**src/hw/rtl/mcsu_pkg.sv**
```systemverilog
// ----------------------------------------------------------------------------
// mcsu_pkg
// Shared types, request kinds, reply codes and table layout for the mutex and
// condition variable unit.
// ----------------------------------------------------------------------------
package mcsu_pkg;

    localparam int NUM_TILES = 16;
    localparam int MUX_CAP   = 64;
    localparam int COND_CAP  = 64;
    localparam int NCORES    = 32;

    localparam int TBL_DEPTH  = 64;
    localparam int WMEM_DEPTH = 128;

    // Request kinds.
    localparam logic [2:0] K_MUTEX_INIT = 3'd0;
    localparam logic [2:0] K_LOCK       = 3'd1;
    localparam logic [2:0] K_UNLOCK     = 3'd2;
    localparam logic [2:0] K_COND_INIT  = 3'd3;
    localparam logic [2:0] K_COND_WAIT  = 3'd4;
    localparam logic [2:0] K_SIGNAL     = 3'd5;
    localparam logic [2:0] K_BCAST      = 3'd6;
    localparam logic [2:0] K_BAD        = 3'd7;

    // Reply codes.
    localparam logic [2:0] RC_GRANT    = 3'd0;
    localparam logic [2:0] RC_UNLOCK   = 3'd1;
    localparam logic [2:0] RC_SIGNAL   = 3'd2;
    localparam logic [2:0] RC_BCAST    = 3'd3;
    localparam logic [2:0] RC_MUTEX_ID = 3'd4;
    localparam logic [2:0] RC_COND_ID  = 3'd5;
    localparam logic [2:0] RC_ERROR    = 3'd6;

    typedef struct packed {
        logic       valid;
        logic [4:0] owner;
        logic       ne;
        logic [4:0] head;
        logic [4:0] tail;
    } t_mentry;

    typedef struct packed {
        logic       ne;
        logic [4:0] head;
        logic [4:0] tail;
    } t_centry;

    // The second memory holds condition entries, waiter links and held mutexes.
    function automatic logic [6:0] cond_addr(input logic [5:0] ci);
        return {1'b0, ci};
    endfunction

    function automatic logic [6:0] next_addr(input logic [4:0] w);
        return {2'b10, w};
    endfunction

    function automatic logic [6:0] held_addr(input logic [4:0] w);
        return {2'b11, w};
    endfunction

endpackage

```
**src/hw/rtl/mcsu_ram.sv**
```systemverilog
// ----------------------------------------------------------------------------
// mcsu_ram
// Generic simple dual-port RAM: one write port, one registered read port.
// ----------------------------------------------------------------------------
module mcsu_ram #(
    parameter int WIDTH = 8,
    parameter int DEPTH = 64
) (
    input  logic                     i_clk,
    input  logic                     i_we,
    input  logic [$clog2(DEPTH)-1:0] i_waddr,
    input  logic [WIDTH-1:0]         i_wdata,
    input  logic                     i_re,
    input  logic [$clog2(DEPTH)-1:0] i_raddr,
    output logic [WIDTH-1:0]         o_rdata
);
    logic [WIDTH-1:0] r_mem [DEPTH];
    logic [WIDTH-1:0] r_rdata;

    always_ff @(posedge i_clk) begin
        if (i_we) begin
            r_mem[i_waddr] <= i_wdata;
        end
        if (i_re) begin
            r_rdata <= r_mem[i_raddr];
        end
    end

    assign o_rdata = r_rdata;
endmodule

```
**src/hw/rtl/mutex_condvar_sync_unit.sv**
```systemverilog
// ----------------------------------------------------------------------------
// mutex_condvar_sync_unit
// Lock and condition variable manager. Mutex entries live in one RAM; the
// condition entries, waiter links and held mutexes share a second RAM.
// ----------------------------------------------------------------------------
// Channel   Dir  Fields (lowest bit first)
// s_axis    in   tuser: kind; tdata: tile, type, mutex_index, cond_index, time
// m_axis    out  tuser: reply_code; tdata: dest_tile, dest_type, time, value;
//                tlast: last
//
// One request at a time. A signal wakes at most one waiter and a broadcast up
// to 32, each through serial read-modify-write traffic on the two table RAMs.
// Reset clears the allocation counters and the control state only; the
// tables are written on allocation. A stalled reply holds the sequencer.
// ----------------------------------------------------------------------------
module mutex_condvar_sync_unit (
    input  logic        i_clk,
    input  logic        i_rst_n,
    input  logic        s_axis_tvalid,
    output logic        s_axis_tready,
    input  logic [2:0]  s_axis_tuser,  // kind
    input  logic [87:0] s_axis_tdata,  // tile, type, mutex_index, cond_index, time
    output logic        m_axis_tvalid,
    input  logic        m_axis_tready,
    output logic [2:0]  m_axis_tuser,  // reply_code
    output logic [79:0] m_axis_tdata,  // dest_tile, dest_type, reply_time, reply_value
    output logic        m_axis_tlast   // last
);
    import mcsu_pkg::*;

    typedef enum logic [4:0] {
        S_IDLE, S_CHECK, S_LOAD, S_TRY, S_POP, S_NEXT, S_HELD, S_MLOAD, S_CFIN,
        S_REL, S_REL_NEXT, S_GRANT_REL, S_UNLOCK_ACK, S_CW_HELD, S_CW_PUSH,
        S_CW_LINK, S_MINIT, S_CINIT, S_ERR
    } t_state;

    t_state r_state, n_state;

    logic [2:0]  r_kind;
    logic [4:0]  r_core;
    logic [5:0]  r_mi, r_ci;
    logic [63:0] r_time;
    logic [6:0]  r_mcnt, n_mcnt, r_ccnt, n_ccnt;
    t_mentry     r_m, n_m;
    t_centry     r_c, n_c;
    logic [4:0]  r_w, n_w;
    logic [5:0]  r_m2, n_m2;
    logic [5:0]  r_iter, n_iter;

    logic        r_out_valid;
    logic [4:0]  r_out_core;
    logic [2:0]  r_out_code;
    logic [63:0] r_out_time;
    logic [5:0]  r_out_val;
    logic        r_out_last;

    logic        a_we, a_re;
    logic [5:0]  a_waddr, a_raddr;
    t_mentry     a_wdata, a_rdata;
    logic        b_we, b_re;
    logic [6:0]  b_waddr, b_raddr;
    logic [10:0] b_wdata, b_rdata;

    logic        em, em_grant, em_last;
    logic [4:0]  em_dest;
    logic [2:0]  em_code;
    logic [5:0]  em_val;

    logic        out_free, mok, cok, chk_err, owns, is_bc, more;
    t_centry     cw;

    assign out_free = !r_out_valid || m_axis_tready;
    assign mok      = {1'b0, r_mi} < r_mcnt;
    assign cok      = {1'b0, r_ci} < r_ccnt;
    assign owns     = a_rdata.valid && (a_rdata.owner == r_core);
    assign is_bc    = (r_kind == K_BCAST);
    assign more     = r_c.ne && (is_bc ? (r_iter < 6'(NCORES)) : (r_iter == 6'd0));

    always_comb begin
        chk_err = ({1'b0, r_core[3:0]} >= 5'(NUM_TILES));
        unique case (r_kind)
            K_MUTEX_INIT: chk_err = chk_err || (r_mcnt >= 7'(MUX_CAP));
            K_COND_INIT:  chk_err = chk_err || (r_ccnt >= 7'(COND_CAP));
            K_LOCK,
            K_UNLOCK:     chk_err = chk_err || !mok;
            K_COND_WAIT:  chk_err = chk_err || !mok || !cok;
            K_SIGNAL,
            K_BCAST:      chk_err = chk_err || !cok;
            default:      chk_err = 1'b1;
        endcase
    end

    always_comb begin
        n_state = r_state;
        n_m     = r_m;
        n_c     = r_c;
        n_w     = r_w;
        n_m2    = r_m2;
        n_iter  = r_iter;
        n_mcnt  = r_mcnt;
        n_ccnt  = r_ccnt;
        a_we    = 1'b0;
        a_waddr = r_m2;
        a_wdata = r_m;
        a_re    = 1'b0;
        a_raddr = r_mi;
        b_we    = 1'b0;
        b_waddr = cond_addr(r_ci);
        b_wdata = '0;
        b_re    = 1'b0;
        b_raddr = cond_addr(r_ci);
        em       = 1'b0;
        em_dest  = r_core;
        em_code  = RC_ERROR;
        em_grant = 1'b0;
        em_val   = '0;
        em_last  = 1'b1;
        cw       = '0;

        unique case (r_state)
            S_IDLE: begin
                if (s_axis_tvalid) begin
                    n_state = S_CHECK;
                end
            end
            S_CHECK: begin
                if (chk_err) begin
                    n_state = S_ERR;
                end else if (r_kind == K_MUTEX_INIT) begin
                    n_state = S_MINIT;
                end else if (r_kind == K_COND_INIT) begin
                    n_state = S_CINIT;
                end else begin
                    a_re    = 1'b1;
                    b_re    = 1'b1;
                    n_state = S_LOAD;
                end
            end
            S_LOAD: begin
                n_m    = a_rdata;
                n_c    = t_centry'(b_rdata);
                n_m2   = r_mi;
                n_w    = r_core;
                n_iter = '0;
                priority if (r_kind == K_LOCK) begin
                    n_state = S_TRY;
                end else if (r_kind == K_UNLOCK) begin
                    n_state = owns ? S_REL : S_ERR;
                end else if (r_kind == K_COND_WAIT) begin
                    n_state = owns ? S_CW_HELD : S_ERR;
                end else begin
                    n_state = S_POP;
                end
            end
            S_TRY: begin
                if (!r_m.valid) begin
                    em       = 1'b1;
                    em_dest  = r_w;
                    em_code  = RC_GRANT;
                    em_grant = 1'b1;
                    em_last  = (r_kind == K_LOCK);
                    if (out_free) begin
                        a_we    = 1'b1;
                        a_wdata = '{valid: 1'b1, owner: r_w, ne: r_m.ne,
                                    head: r_m.head, tail: r_m.tail};
                        n_state = (r_kind == K_LOCK) ? S_IDLE : S_POP;
                    end
                end else begin
                    // Mutex held: the core joins the mutex queue.
                    a_we    = 1'b1;
                    a_wdata = '{valid: 1'b1, owner: r_m.owner, ne: 1'b1,
                                head: r_m.ne ? r_m.head : r_w, tail: r_w};
                    if (r_m.ne) begin
                        b_we    = 1'b1;
                        b_waddr = next_addr(r_m.tail);
                        b_wdata = {6'b0, r_w};
                    end
                    n_state = (r_kind == K_LOCK) ? S_IDLE : S_POP;
                end
            end
            S_POP: begin
                if (more) begin
                    n_iter = r_iter + 6'd1;
                    n_w    = r_c.head;
                    b_re   = 1'b1;
                    if (r_c.head == r_c.tail) begin
                        n_c.ne  = 1'b0;
                        b_raddr = held_addr(r_c.head);
                        n_state = S_HELD;
                    end else begin
                        b_raddr = next_addr(r_c.head);
                        n_state = S_NEXT;
                    end
                end else begin
                    n_state = S_CFIN;
                end
            end
            S_NEXT: begin
                n_c.head = b_rdata[4:0];
                b_re     = 1'b1;
                b_raddr  = held_addr(r_w);
                n_state  = S_HELD;
            end
            S_HELD: begin
                n_m2 = b_rdata[5:0];
                if ({1'b0, b_rdata[5:0]} < r_mcnt) begin
                    a_re    = 1'b1;
                    a_raddr = b_rdata[5:0];
                    n_state = S_MLOAD;
                end else begin
                    n_state = S_POP;
                end
            end
            S_MLOAD: begin
                n_m     = a_rdata;
                n_state = S_TRY;
            end
            S_CFIN: begin
                em      = 1'b1;
                em_code = is_bc ? RC_BCAST : RC_SIGNAL;
                if (out_free) begin
                    cw      = '{ne: is_bc ? 1'b0 : r_c.ne, head: r_c.head, tail: r_c.tail};
                    b_we    = 1'b1;
                    b_wdata = 11'(cw);
                    n_state = S_IDLE;
                end
            end
            S_REL: begin
                if (r_m.ne) begin
                    n_w = r_m.head;
                    if (r_m.head == r_m.tail) begin
                        a_we    = 1'b1;
                        a_wdata = '{valid: 1'b1, owner: r_m.head, ne: 1'b0,
                                    head: r_m.head, tail: r_m.tail};
                        n_state = S_GRANT_REL;
                    end else begin
                        b_re    = 1'b1;
                        b_raddr = next_addr(r_m.head);
                        n_state = S_REL_NEXT;
                    end
                end else begin
                    a_we          = 1'b1;
                    a_wdata       = r_m;
                    a_wdata.valid = 1'b0;
                    n_state       = (r_kind == K_UNLOCK) ? S_UNLOCK_ACK : S_IDLE;
                end
            end
            S_REL_NEXT: begin
                a_we    = 1'b1;
                a_wdata = '{valid: 1'b1, owner: r_w, ne: 1'b1,
                            head: b_rdata[4:0], tail: r_m.tail};
                n_state = S_GRANT_REL;
            end
            S_GRANT_REL: begin
                em       = 1'b1;
                em_dest  = r_w;
                em_code  = RC_GRANT;
                em_grant = 1'b1;
                em_last  = (r_kind == K_COND_WAIT);
                if (out_free) begin
                    n_state = (r_kind == K_COND_WAIT) ? S_IDLE : S_UNLOCK_ACK;
                end
            end
            S_UNLOCK_ACK: begin
                em      = 1'b1;
                em_code = RC_UNLOCK;
                if (out_free) begin
                    n_state = S_IDLE;
                end
            end
            S_CW_HELD: begin
                b_we    = 1'b1;
                b_waddr = held_addr(r_core);
                b_wdata = {5'b0, r_mi};
                n_state = S_CW_PUSH;
            end
            S_CW_PUSH: begin
                cw      = '{ne: 1'b1, head: r_c.ne ? r_c.head : r_core, tail: r_core};
                b_we    = 1'b1;
                b_wdata = 11'(cw);
                n_state = r_c.ne ? S_CW_LINK : S_REL;
            end
            S_CW_LINK: begin
                b_we    = 1'b1;
                b_waddr = next_addr(r_c.tail);
                b_wdata = {6'b0, r_core};
                n_state = S_REL;
            end
            S_MINIT: begin
                em      = 1'b1;
                em_code = RC_MUTEX_ID;
                em_val  = r_mcnt[5:0];
                if (out_free) begin
                    a_we    = 1'b1;
                    a_waddr = r_mcnt[5:0];
                    a_wdata = '0;
                    n_mcnt  = r_mcnt + 7'd1;
                    n_state = S_IDLE;
                end
            end
            S_CINIT: begin
                em      = 1'b1;
                em_code = RC_COND_ID;
                em_val  = r_ccnt[5:0];
                if (out_free) begin
                    b_we    = 1'b1;
                    b_waddr = cond_addr(r_ccnt[5:0]);
                    b_wdata = '0;
                    n_ccnt  = r_ccnt + 7'd1;
                    n_state = S_IDLE;
                end
            end
            S_ERR: begin
                em = 1'b1;
                if (out_free) begin
                    n_state = S_IDLE;
                end
            end
            default: n_state = S_IDLE;
        endcase
    end

    always_ff @(posedge i_clk) begin
        if (!i_rst_n) begin
            r_state     <= S_IDLE;
            r_mcnt      <= '0;
            r_ccnt      <= '0;
            r_out_valid <= 1'b0;
        end else begin
            r_state <= n_state;
            r_mcnt  <= n_mcnt;
            r_ccnt  <= n_ccnt;
            if (em && out_free) begin
                r_out_valid <= 1'b1;
            end else if (m_axis_tready) begin
                r_out_valid <= 1'b0;
            end
        end
        r_m    <= n_m;
        r_c    <= n_c;
        r_w    <= n_w;
        r_m2   <= n_m2;
        r_iter <= n_iter;
        if (r_state == S_IDLE && s_axis_tvalid) begin
            r_kind <= s_axis_tuser;
            r_core <= {s_axis_tdata[4], s_axis_tdata[3:0]};
            r_mi   <= s_axis_tdata[10:5];
            r_ci   <= s_axis_tdata[16:11];
            r_time <= s_axis_tdata[80:17];
        end
        if (em && out_free) begin
            r_out_core <= em_dest;
            r_out_code <= em_code;
            r_out_time <= em_grant ? r_time : 64'd0;
            r_out_val  <= em_val;
            r_out_last <= em_last;
        end
    end

    mcsu_ram #(.WIDTH(17), .DEPTH(TBL_DEPTH)) u_mutex_ram (
        .i_clk   (i_clk),
        .i_we    (a_we),
        .i_waddr (a_waddr),
        .i_wdata (a_wdata),
        .i_re    (a_re),
        .i_raddr (a_raddr),
        .o_rdata (a_rdata)
    );

    mcsu_ram #(.WIDTH(11), .DEPTH(WMEM_DEPTH)) u_wait_ram (
        .i_clk   (i_clk),
        .i_we    (b_we),
        .i_waddr (b_waddr),
        .i_wdata (b_wdata),
        .i_re    (b_re),
        .i_raddr (b_raddr),
        .o_rdata (b_rdata)
    );

    assign s_axis_tready = (r_state == S_IDLE);
    assign m_axis_tvalid = r_out_valid;
    assign m_axis_tuser  = r_out_code;
    assign m_axis_tlast  = r_out_last;
    assign m_axis_tdata  = {5'b0, r_out_val, r_out_time, r_out_core[4], r_out_core[3:0]};
endmodule
```
**config.mk**
```make
export PLATFORM = sky130hd
export DESIGN_NAME = mutex_condvar_sync_unit
export DESIGN_NICKNAME = d
export VERILOG_FILES = /design/src/hw/rtl/mcsu_pkg.sv /design/src/hw/rtl/mcsu_ram.sv /design/src/hw/rtl/mutex_condvar_sync_unit.sv
export SDC_FILE = /design/constraint.sdc
export NUM_CORES = 2
export LEC_CHECK = 0
export BUFFER_PORTS_ARGS = -buffer_cell sky130_fd_sc_hd__buf_2
export CORE_ASPECT_RATIO = 0.75
export CORE_MARGIN = 2
export CORE_UTILIZATION = 40
export CTS_CLUSTER_DIAMETER = 100
export DETAILED_ROUTE_END_ITERATION = 12
export SYNTH_ARGS = -nofsm -noshare
export SYNTH_HDL_FRONTEND = slang
export SYNTH_SLANG_ARGS = --single-unit
```
**constraint.sdc**
```tcl
create_clock -name i_clk -period 9.35 [get_ports i_clk]
set_input_delay 1.87 -clock i_clk [delete_from_list [all_inputs] [get_ports i_clk]]
set_output_delay 1.87 -clock i_clk [all_outputs]
set_load 0.005 [all_outputs]
```
==> metrics.md <==
| Metric | Value |
|---|---|
| M1 GR Usage | `32.5%` |
| Reg2reg path depth | `12` |
| PD cells | `about 260 nW/um2` |
| Area grow syn2layout | `13.2%` |
| Initial DRC count | `9078` |
| Row count | `165` |
| Die Y | `455 um` |
| P_leak | `~41 nW` |
| Routed WL per cell | `roughly 27 um` |
| Hold EP | `r_m[2]` |
| Hpwl dp | `176 mm` |
| CP Class | `flop to flop` |
| CTS Buf Count | `between 200 and 300` |
| Width of the die | `about 600 um` |
| H-tree levels | `5` |
| Synth Flop Type | `edfxtp_1` |
| R2R Setup Slk | `between 2 and 3 ns` |
| Worst reg2reg startpoint | `r_state[2]` |
| Min Tclk post-route | `6.49 ns` |
| Asr flop ratio synth | `0%` |
| Number of warnings issued by yosys | `0` |
| R2R Path End | `u_wait_ram.o_rdata[1]` |
| Post-synth cell types | `84` |
| Worst-margin pin slew | `1.60 ns` |
| Max clock buf depth | `4` |
| GRT Max-Usage Layer | `met1` |
| CTS Sinks | `~2800` |
| First-pass GRT wire length | `between 400 and 500 mm` |
| IO Pins | `about 180` |
| Failing checks | `max-capacitance violations, max-slew violations` |
| Final Non-Filler Cells | `11200` |
| Largest net degree at the start of global routing | `153` |
| Max-cap viol count | `2` |
| Worst-path fanout max | `between 70 and 80` |
| Final hold vios | `0` |
| Crit path required time | `roughly 10 ns` |
| Post-CTS Hold Buffers | `0` |
| Met3 Usage GRT | `4.65%` |
| Crit. End Element | `flop` |
| Syn Inst Count | `7148` |
| GR Layer Usage met2 | `29.5%` |
| Worst Min Path Start | `u_mutex_ram.o_rdata[2]` |
| DR DRC count | `0` |
| Clock skew | `0.0667 ns` |
| WL final | `297 mm` |
| Syn Area/Cell | `approximately 15 um2` |
| Antenna violations before repair | `18` |
| Dpl cells | `10700` |
| Crit start category | `flop` |
| Overflow after GRT | `0` |
| Postcts setup bufs | `0` |
| Clk root buf | `clkbuf_16` |
| Slowest stage delay, CP | `1.32 ns` |
| Nets | `7505` |
| # port buffers | `168` |
| CP max stage cell | `a2111oi_1` |
| RSZ-0062 raised after global routing | `false` |
| Sequential area share after synthesis | `approximately 76%` |
| Layout cells sized above 1 | `13.5%` |
| Placement-stage cell area | `around 110000 um2` |
| First drt pass iteration count | `6` |
| Total GRT Usage | `21.0%` |
| Maximum vdd drop | `167 uV` |
| TritonCTS clock tree | `done` |
| Via Count | `64000` |
| Core Region | `269000 um2` |
| Post-synth EDFFs | `2732` |
| DR vias/cell | `5.72` |
| CP cell instances | `nor3b_2 -> nand2_1 -> nor2_2 -> a221o_2 -> a21oi_2 -> buf_4 -> nand2_4 -> buf_12 -> a21oi_1 -> a2111oi_1 -> nor4_1 -> and4_1` |
| Setup violations, final | `0` |
| Worst min-delay path class | `flop to flop` |
| Fmax | `~0.15 GHz` |
| Clk_lat worst skew | `0.89 ns` |
| Die area | `275000 um2` |
| Hold path cells | `0` |
| Flops & latches, synth | `2752` |
| Finished Cell Area | `123000 um2` |
| Clock slew at reported path FFs | `0.07 ns` |
| ANT nets after route | `0` |
| Slew headroom | `-9.12%` |
| CP arrival | `between 7 and 8 ns` |
| Final Wtd Congestion | `0.899` |
| Fin Setup TNS | `0 ns` |
| Layout Utilization | `between 40% and 50%` |
| Run status | `finished with violations` |
| Slew Limit Fails | `4` |
| Final Cycle Share | `a little over two thirds` |
| Initial core utilization | `40.2%` |
| Post_cts resized | `0` |
| Vias in the first global route | `59600` |
| Post-Syn Area | `between 100000 and 150000 um2` |
==> worst max-delay path: cells and delay by family (launching register included) <==
kind	cells	cell delay, ns
DFF	1	0.71
and+or+nand+nor	6	2.73
buffers and inverters	2	0.70
AOI/OAI and AO/OA	4	1.97
==> how the worst max path moves through the flow <==
stage / from / end / slack (ns) / depth (start not counted)
3_3_place_gp: m_axis_tready / u_wait_ram.r_mem[40][8] / 2.95 / 11
3_5_place_dp: m_axis_tready / u_wait_ram.r_mem[11][7] / 2.88 / 10
6_report: r_state[2] / u_wait_ram.o_rdata[1] / 2.86 / 12
4_1_cts: r_state[2] / u_wait_ram.o_rdata[4] / 3.08 / 10
2_1_floorplan: r_state[0] / u_wait_ram.r_mem[0][5] / 1.57 / 5
5_1_grt: r_state[2] / u_wait_ram.o_rdata[1] / 2.74 / 12
==> synth_stat cells (35+ instances only) <==
| library cell | number | share of area (%) |
|---|---|---|
| nand3_1 | 150 | 0.69 |
| mux4_2 | 170 | 3.5 |
| a21oi_1 | 571 | 2.6 |
| and3_1 | 43 | 0.25 |
| clkbuf_1 | 279 | 0.97 |
| a2111oi_0 | 147 | 1.2 |
| buf_1 | 59 | 0.20 |
| nor2_1 | 256 | 0.89 |
| mux2i_1 | 157 | 1.5 |
| nor4_1 | 45 | 0.26 |
| nand2_1 | 1604 | 5.6 |
| a31oi_1 | 124 | 0.72 |
| a221oi_1 | 78 | 0.63 |
| and2_1 | 86 | 0.50 |
| o211ai_1 | 35 | 0.24 |
| buf_2 | 72 | 0.33 |
| a311oi_1 | 35 | 0.28 |
| edfxtp_1 | 2732 | 76 |
==> stage by stage <==
| stage | hold WS (ns) | setup slack [ns] | power (mW) |
|---|---|---|---|
| after global routing | 0.420 | 2.74 | 32.6 |
| after global placement | 0.406 | 2.95 | 21.0 |
| final | 0.410 | 2.86 | 31.6 |
| after detailed placement | 0.408 | 2.88 | 21.0 |
| after CTS | 0.402 | 3.08 | 31.6 |
| after floorplan | 0.400 | 1.57 | 18.5 |
==> state kept, by name, summed over array words and instances, names as in the netlist, 6 cells and up <==
| signal | flops |
|---|---|
| r_time | 64 |
| r_ccnt | 7 |
| r_mcnt | 7 |
| r_m2 | 6 |
| r_ci | 6 |
| r_m | 17 |
| r_out_time | 64 |
| r_out_val | 6 |
| r_iter | 6 |
| r_c | 11 |
| u_mutex_ram.o_rdata | 17 |
| u_wait_ram.o_rdata | 11 |
| u_mutex_ram.r_mem | 1088 |
| u_wait_ram.r_mem | 1408 |
| r_mi | 6 |
==> cell type report <==
| class | instances | area (um2) |
|---|---|---|
| Antenna cell | 6 | 15.0 |
| Clock buffer | 346 | 7330 |
| Clock inverter | 121 | 1130 |
| Fill cell | 23200 | 147000 |
| Inverter | 28 | 105 |
| Multi-Input combinational cell | 3935 | 24400 |
| Sequential cell | 2752 | 82400 |
| Tap cell | 3590 | 4490 |
| Timing Repair Buffer | 401 | 2790 |
==> power by group <==
group	total [mW]	internal, mW	switching (mW)
logic	6.16	1.52	4.63
clock network	10.7	6.10	4.59
registers	14.7	14.5	0.240
total	31.6	22.1	9.46
==> metal layers <==
metal | vias to the layer above | wire (um)
li1 | 27900 | -
met1 | 32500 | 131000
met2 | 3148 | 126000
met3 | 415 | 31500
met4 | 2 | 8110
met5 | - | 11
==> kinds of logic (layout without fill, tap and decap cells) <==
group | Yosys count | in the layout | synth area share [%]
xor+xnor | 32 | 32 | 0.259
fa+ha+maj | 19 | 19 | 0.219
mux | 346 | 346 | 5.18
flops | 2752 | 2752 | 76.1
compound gates | 1226 | 1226 | 7.50
simple gates | 2307 | 2307 | 8.90
buf+inv | 465 | 896 | 1.86
other cells | 1 | 11 | 0.00346
==> placed cells by master (no fill, tap or decap), drive strengths merged, types with 18 or more instances in the layout <==
master,n
bufinv,20
a32oi,34
and3,43
nor3,35
mux4,170
inv,36
nand2b,22
and2,86
nand2,1604
buf,400
a31oi,124
xnor2,20
a2111oi,147
a22oi,24
clkinv,89
ha,19
a21oi,574
mux2,18
clkbuf,346
o211ai,36
nor2,261
nor4,45
o21ai,27
nand3,150
dfxtp,20
edfxtp,2732
o221ai,24
a221oi,80
a311oi,35
mux2i,158
No activity file was read; power rests on OpenSTA's default activity.
